--- config.mk ---
export PLATFORM = sky130hd
export DESIGN_NAME = nth_root_bisection_top_flat
export DESIGN_NICKNAME = d
export VERILOG_FILES = /design/src/design/nrb_pkg.sv /design/src/design/nrb_if.sv /design/src/design/nrb_mul.sv /design/src/design/nth_root_bisection_top.sv /design/src/flat_wrapper.sv
export SDC_FILE = /design/constraint.sdc
export NUM_CORES = 1
export LEC_CHECK = 0
export ABC_AREA = 1
export BUFFER_PORTS_ARGS = -buffer_cell sky130_fd_sc_hd__clkbuf_2
export CAP_MARGIN = 0
export CORE_UTILIZATION = 55
export CTS_CLUSTER_DIAMETER = 40
export CTS_CLUSTER_SIZE = 14
export DETAILED_ROUTE_END_ITERATION = 10
export PLACE_DENSITY = 0.71
export SETUP_SLACK_MARGIN = 0.3
export SLEW_MARGIN = 0
export SYNTH_ARGS = -nofsm -noshare
export SYNTH_HDL_FRONTEND = slang
export SYNTH_HIERARCHICAL = 1
export SYNTH_SLANG_ARGS = --single-unit
--- constraint.sdc ---
create_clock -name clk_i -period 5.9 [get_ports clk_i]
set_clock_uncertainty 0.2 [all_clocks]
set_input_delay 0 -clock clk_i [delete_from_list [all_inputs] [get_ports clk_i]]
set_output_delay 0 -clock clk_i [all_outputs]
set_load 0.03 [all_outputs]
--- src/design/nrb_pkg.sv ---
// Shared constants, state encoding and status types for the n-th root bisection block.
package nrb_pkg;

  // Width of the exponent field of an input word.
  localparam int ExponentWidth = 6;

  // Multiplier bits consumed by the serial multiplier in each cycle.
  localparam int DigitBits = 8;

  // Search sequencer states, one-hot.
  typedef enum logic [5:0] {
    S_IDLE   = 6'b000001,
    S_DIFF   = 6'b000010,
    S_TEST   = 6'b000100,
    S_LAUNCH = 6'b001000,
    S_MUL    = 6'b010000,
    S_FINISH = 6'b100000
  } nrb_state_e;

  // Status returned by the serial multiplier.
  typedef struct packed {
    logic done;
    logic sat;
  } mul_stat_t;

endpackage

--- src/design/nrb_if.sv ---
// Valid/ready channel interfaces for the input and result words.
interface nrb_in_if #(
  parameter int RadicandBits = 16
);
  import nrb_pkg::*;

  logic                     valid;
  logic                     ready;
  logic [ExponentWidth-1:0] exponent;
  logic [RadicandBits-1:0]  radicand;

  modport source (output valid, output exponent, output radicand, input ready);
  modport sink   (input valid, input exponent, input radicand, output ready);
endinterface

interface nrb_out_if #(
  parameter int RootWidth = 40
);
  logic                 valid;
  logic                 ready;
  logic [RootWidth-1:0] root_value;
  logic                 bad_input;

  modport source (output valid, output root_value, output bad_input, input ready);
  modport sink   (input valid, input root_value, input bad_input, output ready);
endinterface

--- src/design/nrb_mul.sv ---
// Digit-serial fixed-point multiplier with saturation test against a limit.
module nrb_mul import nrb_pkg::*; #(
  parameter int RootWidth    = 40,
  parameter int FractionBits = 24
) (
  input  logic                 clk_i,
  input  logic                 rst_ni,
  input  logic                 start_i,
  input  logic [RootWidth-1:0] mcand_i,
  input  logic [RootWidth-1:0] mplier_i,
  input  logic [RootWidth-1:0] limit_i,
  output mul_stat_t            stat_o,
  output logic [RootWidth-1:0] prod_o
);

  localparam int NumDigits = (RootWidth + DigitBits - 1) / DigitBits;
  localparam int XWidth    = NumDigits * DigitBits;
  localparam int PWidth    = RootWidth + XWidth;
  localparam int SWidth    = RootWidth + DigitBits;
  localparam int HWidth    = PWidth - FractionBits;
  localparam int CntWidth  = $clog2(NumDigits + 1);

  logic                busy_q, busy_d;
  logic                cmp_q, cmp_d;
  logic                done_q, done_d;
  logic [CntWidth-1:0] cnt_q, cnt_d;
  logic                sat_q;
  logic [RootWidth-1:0] a_q;
  logic [XWidth-1:0]   x_q;
  logic [PWidth-1:0]   prod_q;
  logic [RootWidth-1:0] q_q;
  logic [SWidth-1:0]   sum;
  logic [HWidth-1:0]   shifted;

  // One partial product per cycle is added into the top of the running product.
  assign sum = SWidth'(prod_q[PWidth-1:XWidth])
             + SWidth'(a_q) * SWidth'(x_q[DigitBits-1:0]);

  // Fixed-point rescale of the finished product.
  assign shifted = prod_q[PWidth-1:FractionBits];

  // Sequencing of the digit passes and the final compare.
  always_comb begin
    busy_d = busy_q;
    cmp_d  = 1'b0;
    done_d = 1'b0;
    cnt_d  = cnt_q;
    if (start_i) begin
      busy_d = 1'b1;
      cnt_d  = '0;
    end else if (busy_q) begin
      cnt_d = cnt_q + CntWidth'(1);
      if (cnt_q == CntWidth'(NumDigits - 1)) begin
        busy_d = 1'b0;
        cmp_d  = 1'b1;
      end
    end else if (cmp_q) begin
      done_d = 1'b1;
    end
  end

  always_ff @(posedge clk_i or negedge rst_ni) begin
    if (!rst_ni) begin
      busy_q <= 1'b0;
      cmp_q  <= 1'b0;
      done_q <= 1'b0;
      cnt_q  <= '0;
    end else begin
      busy_q <= busy_d;
      cmp_q  <= cmp_d;
      done_q <= done_d;
      cnt_q  <= cnt_d;
    end
  end

  // Operand shift register, product accumulator and result.
  always_ff @(posedge clk_i) begin
    if (start_i) begin
      a_q    <= mcand_i;
      x_q    <= XWidth'(mplier_i);
      prod_q <= '0;
    end else if (busy_q) begin
      x_q    <= x_q >> DigitBits;
      prod_q <= {sum, prod_q[XWidth-1:DigitBits]};
    end
    if (cmp_q) begin
      sat_q <= shifted > HWidth'(limit_i);
      q_q   <= shifted[RootWidth-1:0];
    end
  end

  assign stat_o = '{done: done_q, sat: sat_q};
  assign prod_o = q_q;

endmodule

--- src/design/nth_root_bisection_top.sv ---
// Top level of the n-th root bisection block: search sequencer and result register.
//
// Each word gives an exponent n and a radicand m; the block returns the lower
// bound of a bisection over [1, m] in unsigned fixed point with FRACTION_BITS
// fraction bits, or bad_input with a zero root when n or m is zero. Exponents
// above EXPONENT_MAX are clamped. One word is worked on at a time. A bisection
// step does k multiplications, each over the D 8-bit digits of a
// RADICAND_BITS+FRACTION_BITS wide operand (5 at the default sizes), where k
// is the number of multiplications done before the power is known or
// saturates (at most n); there are up to about RADICAND_BITS+FRACTION_BITS
// steps. The rate is set by the shared multiplier, which consumes one 8-bit
// digit of the midpoint per cycle. A new word is accepted while the previous
// result still waits to be taken.
module nth_root_bisection_top import nrb_pkg::*; #(
  parameter int RADICAND_BITS = 16,
  parameter int FRACTION_BITS = 24,
  parameter int EXPONENT_MAX  = 32
) (
  input  logic      clk_i,
  input  logic      rst_ni,
  nrb_in_if.sink    in_i,
  nrb_out_if.source out_o
);

  localparam int RootWidth  = RADICAND_BITS + FRACTION_BITS;
  localparam int CountWidth = $clog2(EXPONENT_MAX + 1);
  localparam logic [RootWidth-1:0] One = RootWidth'(1) << FRACTION_BITS;

  nrb_state_e           state_q, state_d;
  logic [RootWidth-1:0] low_q, low_d;
  logic [RootWidth-1:0] high_q, high_d;
  logic [RootWidth-1:0] target_q, target_d;
  logic [RootWidth-1:0] mid_q, mid_d;
  logic [RootWidth-1:0] diff_q, diff_d;
  logic [RootWidth-1:0] pow_q, pow_d;
  logic [CountWidth-1:0] n_q, n_d;
  logic [CountWidth-1:0] left_q, left_d;
  logic                 bad_q, bad_d;
  logic                 out_valid_q, out_valid_d;
  logic [RootWidth-1:0] out_root_q;
  logic                 out_bad_q;
  logic                 load_out;
  logic                 mul_start;
  mul_stat_t            mul_stat;
  logic [RootWidth-1:0] mul_prod;

  // Shared serial multiplier.
  nrb_mul #(
    .RootWidth    (RootWidth),
    .FractionBits (FRACTION_BITS)
  ) u_mul (
    .clk_i    (clk_i),
    .rst_ni   (rst_ni),
    .start_i  (mul_start),
    .mcand_i  (pow_q),
    .mplier_i (mid_q),
    .limit_i  (target_q),
    .stat_o   (mul_stat),
    .prod_o   (mul_prod)
  );

  assign in_i.ready = (state_q == S_IDLE);
  assign load_out   = (state_q == S_FINISH) && (!out_valid_q || out_o.ready);

  // Search sequencer.
  always_comb begin
    state_d   = state_q;
    low_d     = low_q;
    high_d    = high_q;
    target_d  = target_q;
    mid_d     = mid_q;
    diff_d    = diff_q;
    pow_d     = pow_q;
    n_d       = n_q;
    left_d    = left_q;
    bad_d     = bad_q;
    mul_start = 1'b0;
    case (state_q)
      S_IDLE: begin
        if (in_i.valid) begin
          if (in_i.exponent == '0 || in_i.radicand == '0) begin
            low_d   = '0;
            bad_d   = 1'b1;
            state_d = S_FINISH;
          end else begin
            target_d = RootWidth'(in_i.radicand) << FRACTION_BITS;
            high_d   = RootWidth'(in_i.radicand) << FRACTION_BITS;
            low_d    = One;
            bad_d    = 1'b0;
            if (32'(in_i.exponent) > 32'(EXPONENT_MAX)) begin
              n_d = CountWidth'(EXPONENT_MAX);
            end else begin
              n_d = CountWidth'(in_i.exponent);
            end
            state_d = S_DIFF;
          end
        end
      end
      S_DIFF: begin
        diff_d  = high_q - low_q;
        state_d = S_TEST;
      end
      S_TEST: begin
        if (diff_q > RootWidth'(1)) begin
          mid_d   = low_q + (diff_q >> 1);
          pow_d   = One;
          left_d  = n_q;
          state_d = S_LAUNCH;
        end else begin
          state_d = S_FINISH;
        end
      end
      S_LAUNCH: begin
        mul_start = 1'b1;
        state_d   = S_MUL;
      end
      S_MUL: begin
        if (mul_stat.done) begin
          if (mul_stat.sat) begin
            // The power has passed the radicand: the root lies below mid.
            high_d  = mid_q;
            state_d = S_DIFF;
          end else begin
            pow_d = mul_prod;
            if (left_q == CountWidth'(1)) begin
              if (mul_prod < target_q) begin
                low_d = mid_q;
              end else begin
                high_d = mid_q;
              end
              state_d = S_DIFF;
            end else begin
              left_d  = left_q - CountWidth'(1);
              state_d = S_LAUNCH;
            end
          end
        end
      end
      S_FINISH: begin
        if (load_out) begin
          state_d = S_IDLE;
        end
      end
      default: begin
        state_d = S_IDLE;
      end
    endcase
  end

  // Result register handshake.
  always_comb begin
    out_valid_d = out_valid_q;
    if (load_out) begin
      out_valid_d = 1'b1;
    end else if (out_o.ready) begin
      out_valid_d = 1'b0;
    end
  end

  always_ff @(posedge clk_i or negedge rst_ni) begin
    if (!rst_ni) begin
      state_q     <= S_IDLE;
      out_valid_q <= 1'b0;
    end else begin
      state_q     <= state_d;
      out_valid_q <= out_valid_d;
    end
  end

  // Search bounds and working values.
  always_ff @(posedge clk_i) begin
    low_q    <= low_d;
    high_q   <= high_d;
    target_q <= target_d;
    mid_q    <= mid_d;
    diff_q   <= diff_d;
    pow_q    <= pow_d;
    n_q      <= n_d;
    left_q   <= left_d;
    bad_q    <= bad_d;
    if (load_out) begin
      out_root_q <= low_q;
      out_bad_q  <= bad_q;
    end
  end

  assign out_o.valid      = out_valid_q;
  assign out_o.root_value = out_root_q;
  assign out_o.bad_input  = out_bad_q;

  // The multiplier reports only while the sequencer waits for it.
  a_done_in_mul: assert property (@(posedge clk_i) disable iff (!rst_ni)
    mul_stat.done |-> state_q == S_MUL)
    else $error("multiplier finished outside the multiply state");

  // The bounds never cross during a search.
  a_bounds_order: assert property (@(posedge clk_i) disable iff (!rst_ni)
    (state_q == S_DIFF) |-> low_q <= high_q)
    else $error("bisection bounds crossed");

  // A multiplication is only pending while some remain.
  a_left_nonzero: assert property (@(posedge clk_i) disable iff (!rst_ni)
    (state_q == S_LAUNCH || state_q == S_MUL) |-> left_q != '0)
    else $error("multiply counter ran out");

  // A flagged word carries a zero root.
  a_bad_zero: assert property (@(posedge clk_i) disable iff (!rst_ni)
    (out_valid_q && out_bad_q) |-> out_root_q == '0)
    else $error("bad input word with nonzero root");

endmodule
--- src/flat_wrapper.sv ---
// flat-port wrapper written by rule: the top's interface ports become plain ports
module nth_root_bisection_top_flat import nrb_pkg::*;
#(
  parameter int RADICAND_BITS = 16,
  parameter int FRACTION_BITS = 24,
  parameter int EXPONENT_MAX  = 32
)
  (clk_i, rst_ni, in_i_valid, in_i_exponent, in_i_radicand, in_i_ready, out_o_valid, out_o_root_value, out_o_bad_input, out_o_ready);
  nrb_in_if in_i_i ();
  nrb_out_if out_o_i ();
  input  logic clk_i;
  input  logic rst_ni;
  input wire logic [$bits(in_i_i.valid)-1:0] in_i_valid;
  input wire logic [$bits(in_i_i.exponent)-1:0] in_i_exponent;
  input wire logic [$bits(in_i_i.radicand)-1:0] in_i_radicand;
  output wire logic [$bits(in_i_i.ready)-1:0] in_i_ready;
  output wire logic [$bits(out_o_i.valid)-1:0] out_o_valid;
  output wire logic [$bits(out_o_i.root_value)-1:0] out_o_root_value;
  output wire logic [$bits(out_o_i.bad_input)-1:0] out_o_bad_input;
  input wire logic [$bits(out_o_i.ready)-1:0] out_o_ready;
  assign in_i_i.valid = in_i_valid;
  assign in_i_i.exponent = in_i_exponent;
  assign in_i_i.radicand = in_i_radicand;
  assign in_i_ready = in_i_i.ready;
  assign out_o_valid = out_o_i.valid;
  assign out_o_root_value = out_o_i.root_value;
  assign out_o_bad_input = out_o_i.bad_input;
  assign out_o_i.ready = out_o_ready;
  nth_root_bisection_top #(.RADICAND_BITS(RADICAND_BITS), .FRACTION_BITS(FRACTION_BITS), .EXPONENT_MAX(EXPONENT_MAX)) u_core (.clk_i(clk_i), .rst_ni(rst_ni), .in_i(in_i_i), .out_o(out_o_i));
endmodule
==> results of run 1 <==
[flip-flops by register name (all words and copies together) (netlist names), 16 cells and up]
signal,count
u_core/u_mul/prod_q,56
u_core/mid_q,40
u_core/high_q,40
u_core/pow_q,40
u_core/u_mul/a_q,40
u_core/diff_q,39
u_core/low_q,40
u_core/target_q,16
u_core/u_mul/x_q,40
u_core/u_mul/prod_o,40
u_core/out_o.root_value,40
[area by class of cell]
| cell class | count | area [µm²] | share of cell area [%] |
|---|---|---|---|
| multi-input cells | 2846 | 18500 | 45.6 |
| flip-flops and latches | 459 | 13200 | 32.4 |
| inverters | 1253 | 4710 | 11.6 |
| clock buffers | 67 | 1560 | 3.84 |
| well taps | 864 | 1080 | 2.66 |
| repair buffers | 142 | 1050 | 2.59 |
| clock inverters | 49 | 527 | 1.30 |
[cells by family (layout without fill, tap and decap cells)]
logic type,after synthesis,after routing,share of synthesized area (%)
AND/OR/NAND/NOR,1998,1998,22.6
buffers and inverters,1363,1511,14.1
adder cells (fa/ha/maj),475,475,21.7
flip-flops,459,459,35.8
AO/OA/AOI/OAI,283,283,4.14
XOR/XNOR,66,66,1.57
other,1,24,0.0102
[worst min-delay path: cells and delay by family]
family                 cells  cell delay (ns)
AND/OR/NAND/NOR            2             0.18
buffers and inverters      3             0.71
[path summary, 6_finish.rpt]
check                               startpoint                       to  slack, ns  cells past startpoint
max                        u_core/u_mul/x_q[5]  u_core/u_mul/prod_q[79]       0.55                     22
min                                 in_i_valid        u_core/state_q[0]       0.06                      5
max reg2reg                u_core/u_mul/x_q[5]  u_core/u_mul/prod_q[79]       0.55                     22
min reg2reg                   u_core/pow_q[15]     u_core/u_mul/a_q[15]       0.22                      0
max in group asynchronous               rst_ni       u_core/u_mul/cmp_q       4.54                      3
min in group asynchronous               rst_ni       u_core/out_o.valid       0.36                      3
[synth_stat cells, types with 12 or more instances]
cell type,instances,share of area (%)
nand3_1,118,1.6
clkbuf_2,40,0.55
o21ai_0,89,1.2
clkbuf_1,53,0.54
nand2_1,1368,14
nand2_2,47,0.80
nor2_4,17,0.52
dfxtp_1,56,3.1
edfxtp_1,390,32
a21oi_1,142,1.9
xor2_1,43,1.0
o22ai_1,13,0.22
xnor2_1,23,0.55
o21bai_1,14,0.29
inv_1,1230,13
nand4_1,23,0.39
nor3_1,31,0.42
dfrtp_1,12,0.82
nor2_1,316,3.2
nand3_2,24,0.65
nor2_2,34,0.58
inv_2,19,0.19
ha_1,205,7.0
fa_1,270,15
buf_2,13,0.18
[stage by stage]
| stage | setup slack [ns] | std cells | util [%] | hold WS [ns] |
|---|---|---|---|---|
| after detailed placement | 0.610 | 5512 | 57.7 | -0.222 |
| after floorplan | 1.44 | 4668 | - | -0.496 |
| after CTS | 0.606 | 5680 | 61.6 | 0.00670 |
| final | 0.548 | 5680 | 61.6 | 0.0603 |
| after global placement | 0.665 | 5512 | 57.7 | -0.231 |
| after global routing | 0.334 | 5680 | 61.6 | 0.0674 |
[what timing repair did]
item,CTS,global route
hold buffers,52,0
buffers inserted,0,0
gates resized for setup,0,0
endpoints found under the hold margin,86,0
[routing by layer]
metal / up-vias / track usage, %
li1: 14100 / -
met2: 873 / 50.7
met1: 13600 / 38.5
met3: 210 / 3.22
met5: - / 0
met4: 0 / 11.7
==> metrics.cfg, run 1 <==
[detailed_routing]
dr_wl_met2_um=46700
vias=28800
initialDrtViolationCount=2251
viasPerCell=5.07
dr_wl_met3_um=5400
ant_nets=0
drc_errors=0
route.detailed.wl_per_inst_um=17.0
wl_um=96700
dr.max_layer_used=met4
drt-met1-wl_um=40700
dr.pass1.iters=6

[global_route]
antenna_found_initial=1
grt_overflow_total=0
grt_pass1_wl_um=155000
grt_max_degree=89
grt_use_total_pct=29.6
grt_pass1_vias=29200

[status]
outcome=finished, final reports clean

[cells_and_area]
area_delta_synth_final_pct=10.5
layout_commonest_cell=nand2_1
finalInstanceArea_um2=40600
drive_gt1_share_pct=7.41
mostFrequentLayoutCells=nand2_1 (1368), inv_1 (1228), edfxtp_1 (390)
fill_cells=5854
diodes=0
final_nets=5264

[logic_synthesis]
netlist_area_um2=36700
postSynthAreaPerCell_um2=7.91
ys_seq_area_share_pct=35.8
yosys_register_bits=459
yosysWarnings=6
synth_top_flop_cell=edfxtp_1
yosysUniqueCellTypes=47
syn_inst=4645
synthArstFlopShare_pct=2.83
synth_edf_count=390

[worst_setup_path]
crit_buf_inv=8
criticalPathCategory=reg -> reg
crit_path_cell_trace=buf_12 -> nand2_1 -> inv_1 -> fa_1 -> inv_1 -> fa_1 -> inv_1 -> fa_1 -> inv_1 -> fa_1 -> inv_1 -> ha_1 -> nand2_1 -> inv_2 -> a21oi_1 -> nand2_1 -> a21oi_1 -> nand3_1 -> nand2_1 -> nand3_1 -> nand2_1 -> inv_1
start_kind=register
crit_path_top_delay_cell=edfxtp_1
path_common_cell=inv_1
cp.arrival_ns=5.68
crit_path_max_incr_delay_ns=0.60
path_delay_family=adder cells
crit_required_ns=6.23
cp_max_fo=30
endpoint_kind=register

[floorplan]
design.die.area_um2=67800
die_h_um=260
rows=94
initial_utilization_pct=55.8
io_pins=69
fp.coreArea_um2=65900
dieWidth_um=260

[sta]
setup_tns_ns=0
setup_viol=0
rsz0062_at_grt=no
period_share_pct=90.7
fmax_ghz=0.187
min_period_ns=5.35
final-max-slew-violation-count=0
tightest_slew_ns=1.24
slew_headroom_pct=17.5
finalHoldViolations=0

[cts]
cts_buffer_depth=3
root_buffer=clkbuf_16
cts_max_level=2
cts_buffers=61
clkSlewWorstSetupHoldPaths_ns=0.06
numClockSinks=459
insertion_delay_ns=0.65
tritoncts=yes

[job]
max-cap-violations=0

[placement]
port_buffers=68
dp_hpwl_um=76000
postPlaceCellArea_um2=38000
gpl.final_weighted_congestion=0.974

[hold_path]
min_path_type=in -> reg

Power of run 1 is left out: the tool's default activity adds up to more than one toggle a clock period on the data nets, which glitch-free logic cannot reach.
==> inputs of run 2 (changes only) <==
PLACE_DENSITY = 0.74   (was 0.71)
clock period = 4.8 ns   (was 5.9 ns; I/O delays follow)
==> run 2 against run 1 <==
Against the previous run: the flow now finishes with violations (setup timing); register-to-register slack lost 0.63 ns; design area grew 7.1%; sequential share of layout area shrank 2.2 points; die area is the same; utilization grew 4.4 points; hold slack lost 0.034 ns; critical path type unchanged.
==> metrics.cfg, run 2 (synthesis results as in run 1) <==
[detailed_routing]
viasPerCell=5.17  ; +2.0%
ant_nets=0  ; unchanged
initialDrtViolationCount=2672  ; +19%
drc_errors=0  ; unchanged
wl_um=103000  ; +6.3%
dr.pass1.iters=6  ; unchanged
route.detailed.wl_per_inst_um=17.7  ; +3.8%
vias=30100  ; +4.5%

[cells_and_area]
final_nets=5398  ; +2.5%
layout_commonest_cell=nand2_1
area_delta_synth_final_pct=18.4
mostFrequentLayoutCells=nand2_1 (1276), inv_1 (1177), edfxtp_1 (390)
finalInstanceArea_um2=43500  ; +7.1%
regMostFlops=u_core/u_mul/prod_q
fill_cells=5361  ; -8.4%
largest_reg_flops=56  ; unchanged
drive_gt1_share_pct=15.2  ; +7.8 points

[worst_setup_path]
crit_required_ns=5.09  ; -1.14 ns
crit_path_max_incr_delay_ns=0.55  ; -0.05 ns
crit_buf_inv=8  ; unchanged
crit_path_top_delay_cell=fa_1
cp.arrival_ns=5.17  ; -0.51 ns
endpoint_kind=register
critical_path_depth=23  ; +4.5%
ff2ff_path_depth=23  ; +4.5%
path_delay_family=adder cells
criticalPathCategory=reg -> reg
start_kind=register
cp_max_fo=16  ; -47%
crit_path_cell_trace=buf_6 -> clkbuf_16 -> nand2_1 -> inv_1 -> fa_1 -> fa_1 -> fa_1 -> inv_1 -> fa_1 -> inv_1 -> ha_4 -> nand2_4 -> buf_4 -> nor2_4 -> inv_4 -> nor2_4 -> nand2_2 -> nor2_1 -> nand2_1 -> nand4_1 -> nand3_1 -> nand2_1 -> inv_1

[sta]
period_share_pct=102  ; +11 points
rsz0062_at_grt=yes
tightest_slew_ns=1.13  ; -0.110 ns
worst_slack_ns=-0.0804  ; -0.628 ns
fmax_ghz=0.205  ; +9.7%
finalHoldViolations=0  ; unchanged
slew_headroom_pct=24.8  ; +7.4 points
final-max-slew-violation-count=0  ; unchanged
min_period_ns=4.88  ; -0.472 ns
hold-worst-slack_ns=0.0265  ; -0.0338 ns
setup_viol=17  ; +17

[floorplan]
fp.coreArea_um2=65900  ; unchanged
die_h_um=260  ; unchanged
dieWidth_um=260  ; unchanged
rows=94  ; unchanged
io_pins=69  ; unchanged
design.die.area_um2=67800  ; unchanged
initial_utilization_pct=55.8  ; unchanged

[hold_path]
min_path_type=in -> reg
holdPathStages=2  ; -3

[placement]
port_buffers=68  ; unchanged
postPlaceCellArea_um2=38800  ; +2.2%
gpl.final_weighted_congestion=1.02  ; +4.6%
dp_hpwl_um=75800  ; -0.17%
detailedPlace.worstSlack_ns=-0.0606  ; -0.670 ns

[status]
outcome=finished with violations
violations=setup timing

[global_route]
grt_overflow_total=0  ; unchanged
grt_pass1_vias=30500  ; +4.3%
grt_pass1_wl_um=160000  ; +2.9%
antenna_found_initial=1  ; unchanged
grt_use_total_pct=30.5  ; +0.85 points
grt_max_degree=90  ; +1.1%

[cts]
cts_buffer_depth=3  ; unchanged
cts_buffers=68  ; +11%
tritoncts=yes
cts_max_level=3  ; +1
root_buffer=clkbuf_16
insertion_delay_ns=0.63  ; -0.02 ns
clkSlewWorstSetupHoldPaths_ns=0.06  ; about the same
numClockSinks=459  ; unchanged

[job]
max-cap-violations=0  ; unchanged

## run 2: final timing paths
check	from	to	slack [ns]
setup / recovery	u_core/u_mul/x_q[5]	u_core/u_mul/prod_q[76]	-0.08
hold / removal	in_i_radicand[2]	u_core/target_q[26]	0.03
setup reg to reg	u_core/u_mul/x_q[5]	u_core/u_mul/prod_q[76]	-0.08
hold reg to reg	u_core/pow_q[14]	u_core/u_mul/a_q[14]	0.22
max in group asynchronous	rst_ni	u_core/u_mul/cmp_q	2.88
min in group asynchronous	rst_ni	u_core/state_q[0]	0.29
## run 2: area by class of cell
type | count | area [µm²] | area share (%)
sequential | 459 | 13200 | 30.3
clock buffer | 76 | 1770 | 4.08
multi-input combinational | 2846 | 19800 | 45.6
inverter | 1253 | 4720 | 10.8
tap | 864 | 1080 | 2.49
clock inverter | 50 | 679 | 1.56
antenna | 1 | 2.50 | 0.00576
timing repair buffer | 269 | 2240 | 5.15
## run 2: stage by stage
stage / util (%) / instances / TNS, ns
floorplan: - / 4668 / 0
global placement: 58.9 / 5613 / -0.260
detailed placement: 58.9 / 5613 / -0.279
CTS: 65.3 / 5798 / 0
global route: 66.0 / 5817 / -5.53
finish: 66.0 / 5818 / -0.613
## run 2: metal layers
| metal | vias up | share of wire [%] | GRT usage [%] |
|---|---|---|---|
| li1 | 14400 | - | - |
| met1 | 14300 | 40 | 38.0 |
| met2 | 1110 | 49 | 53.1 |
| met3 | 278 | 6.3 | 3.67 |
| met4 | 0 | 4.5 | 13.3 |
| met5 | - | 0 | 0 |
## run 2: what timing repair did
item | CTS | global route
pin swaps | 53 | 42
hold buffers | 41 | 0
resized for setup | 269 | 76
gates cloned | 3 | 4
setup endpoints to repair | 39 | 41
setup buffers | 15 | 15
hold endpoints to repair | 85 | 0
Power of run 2 is left out for the same reason.
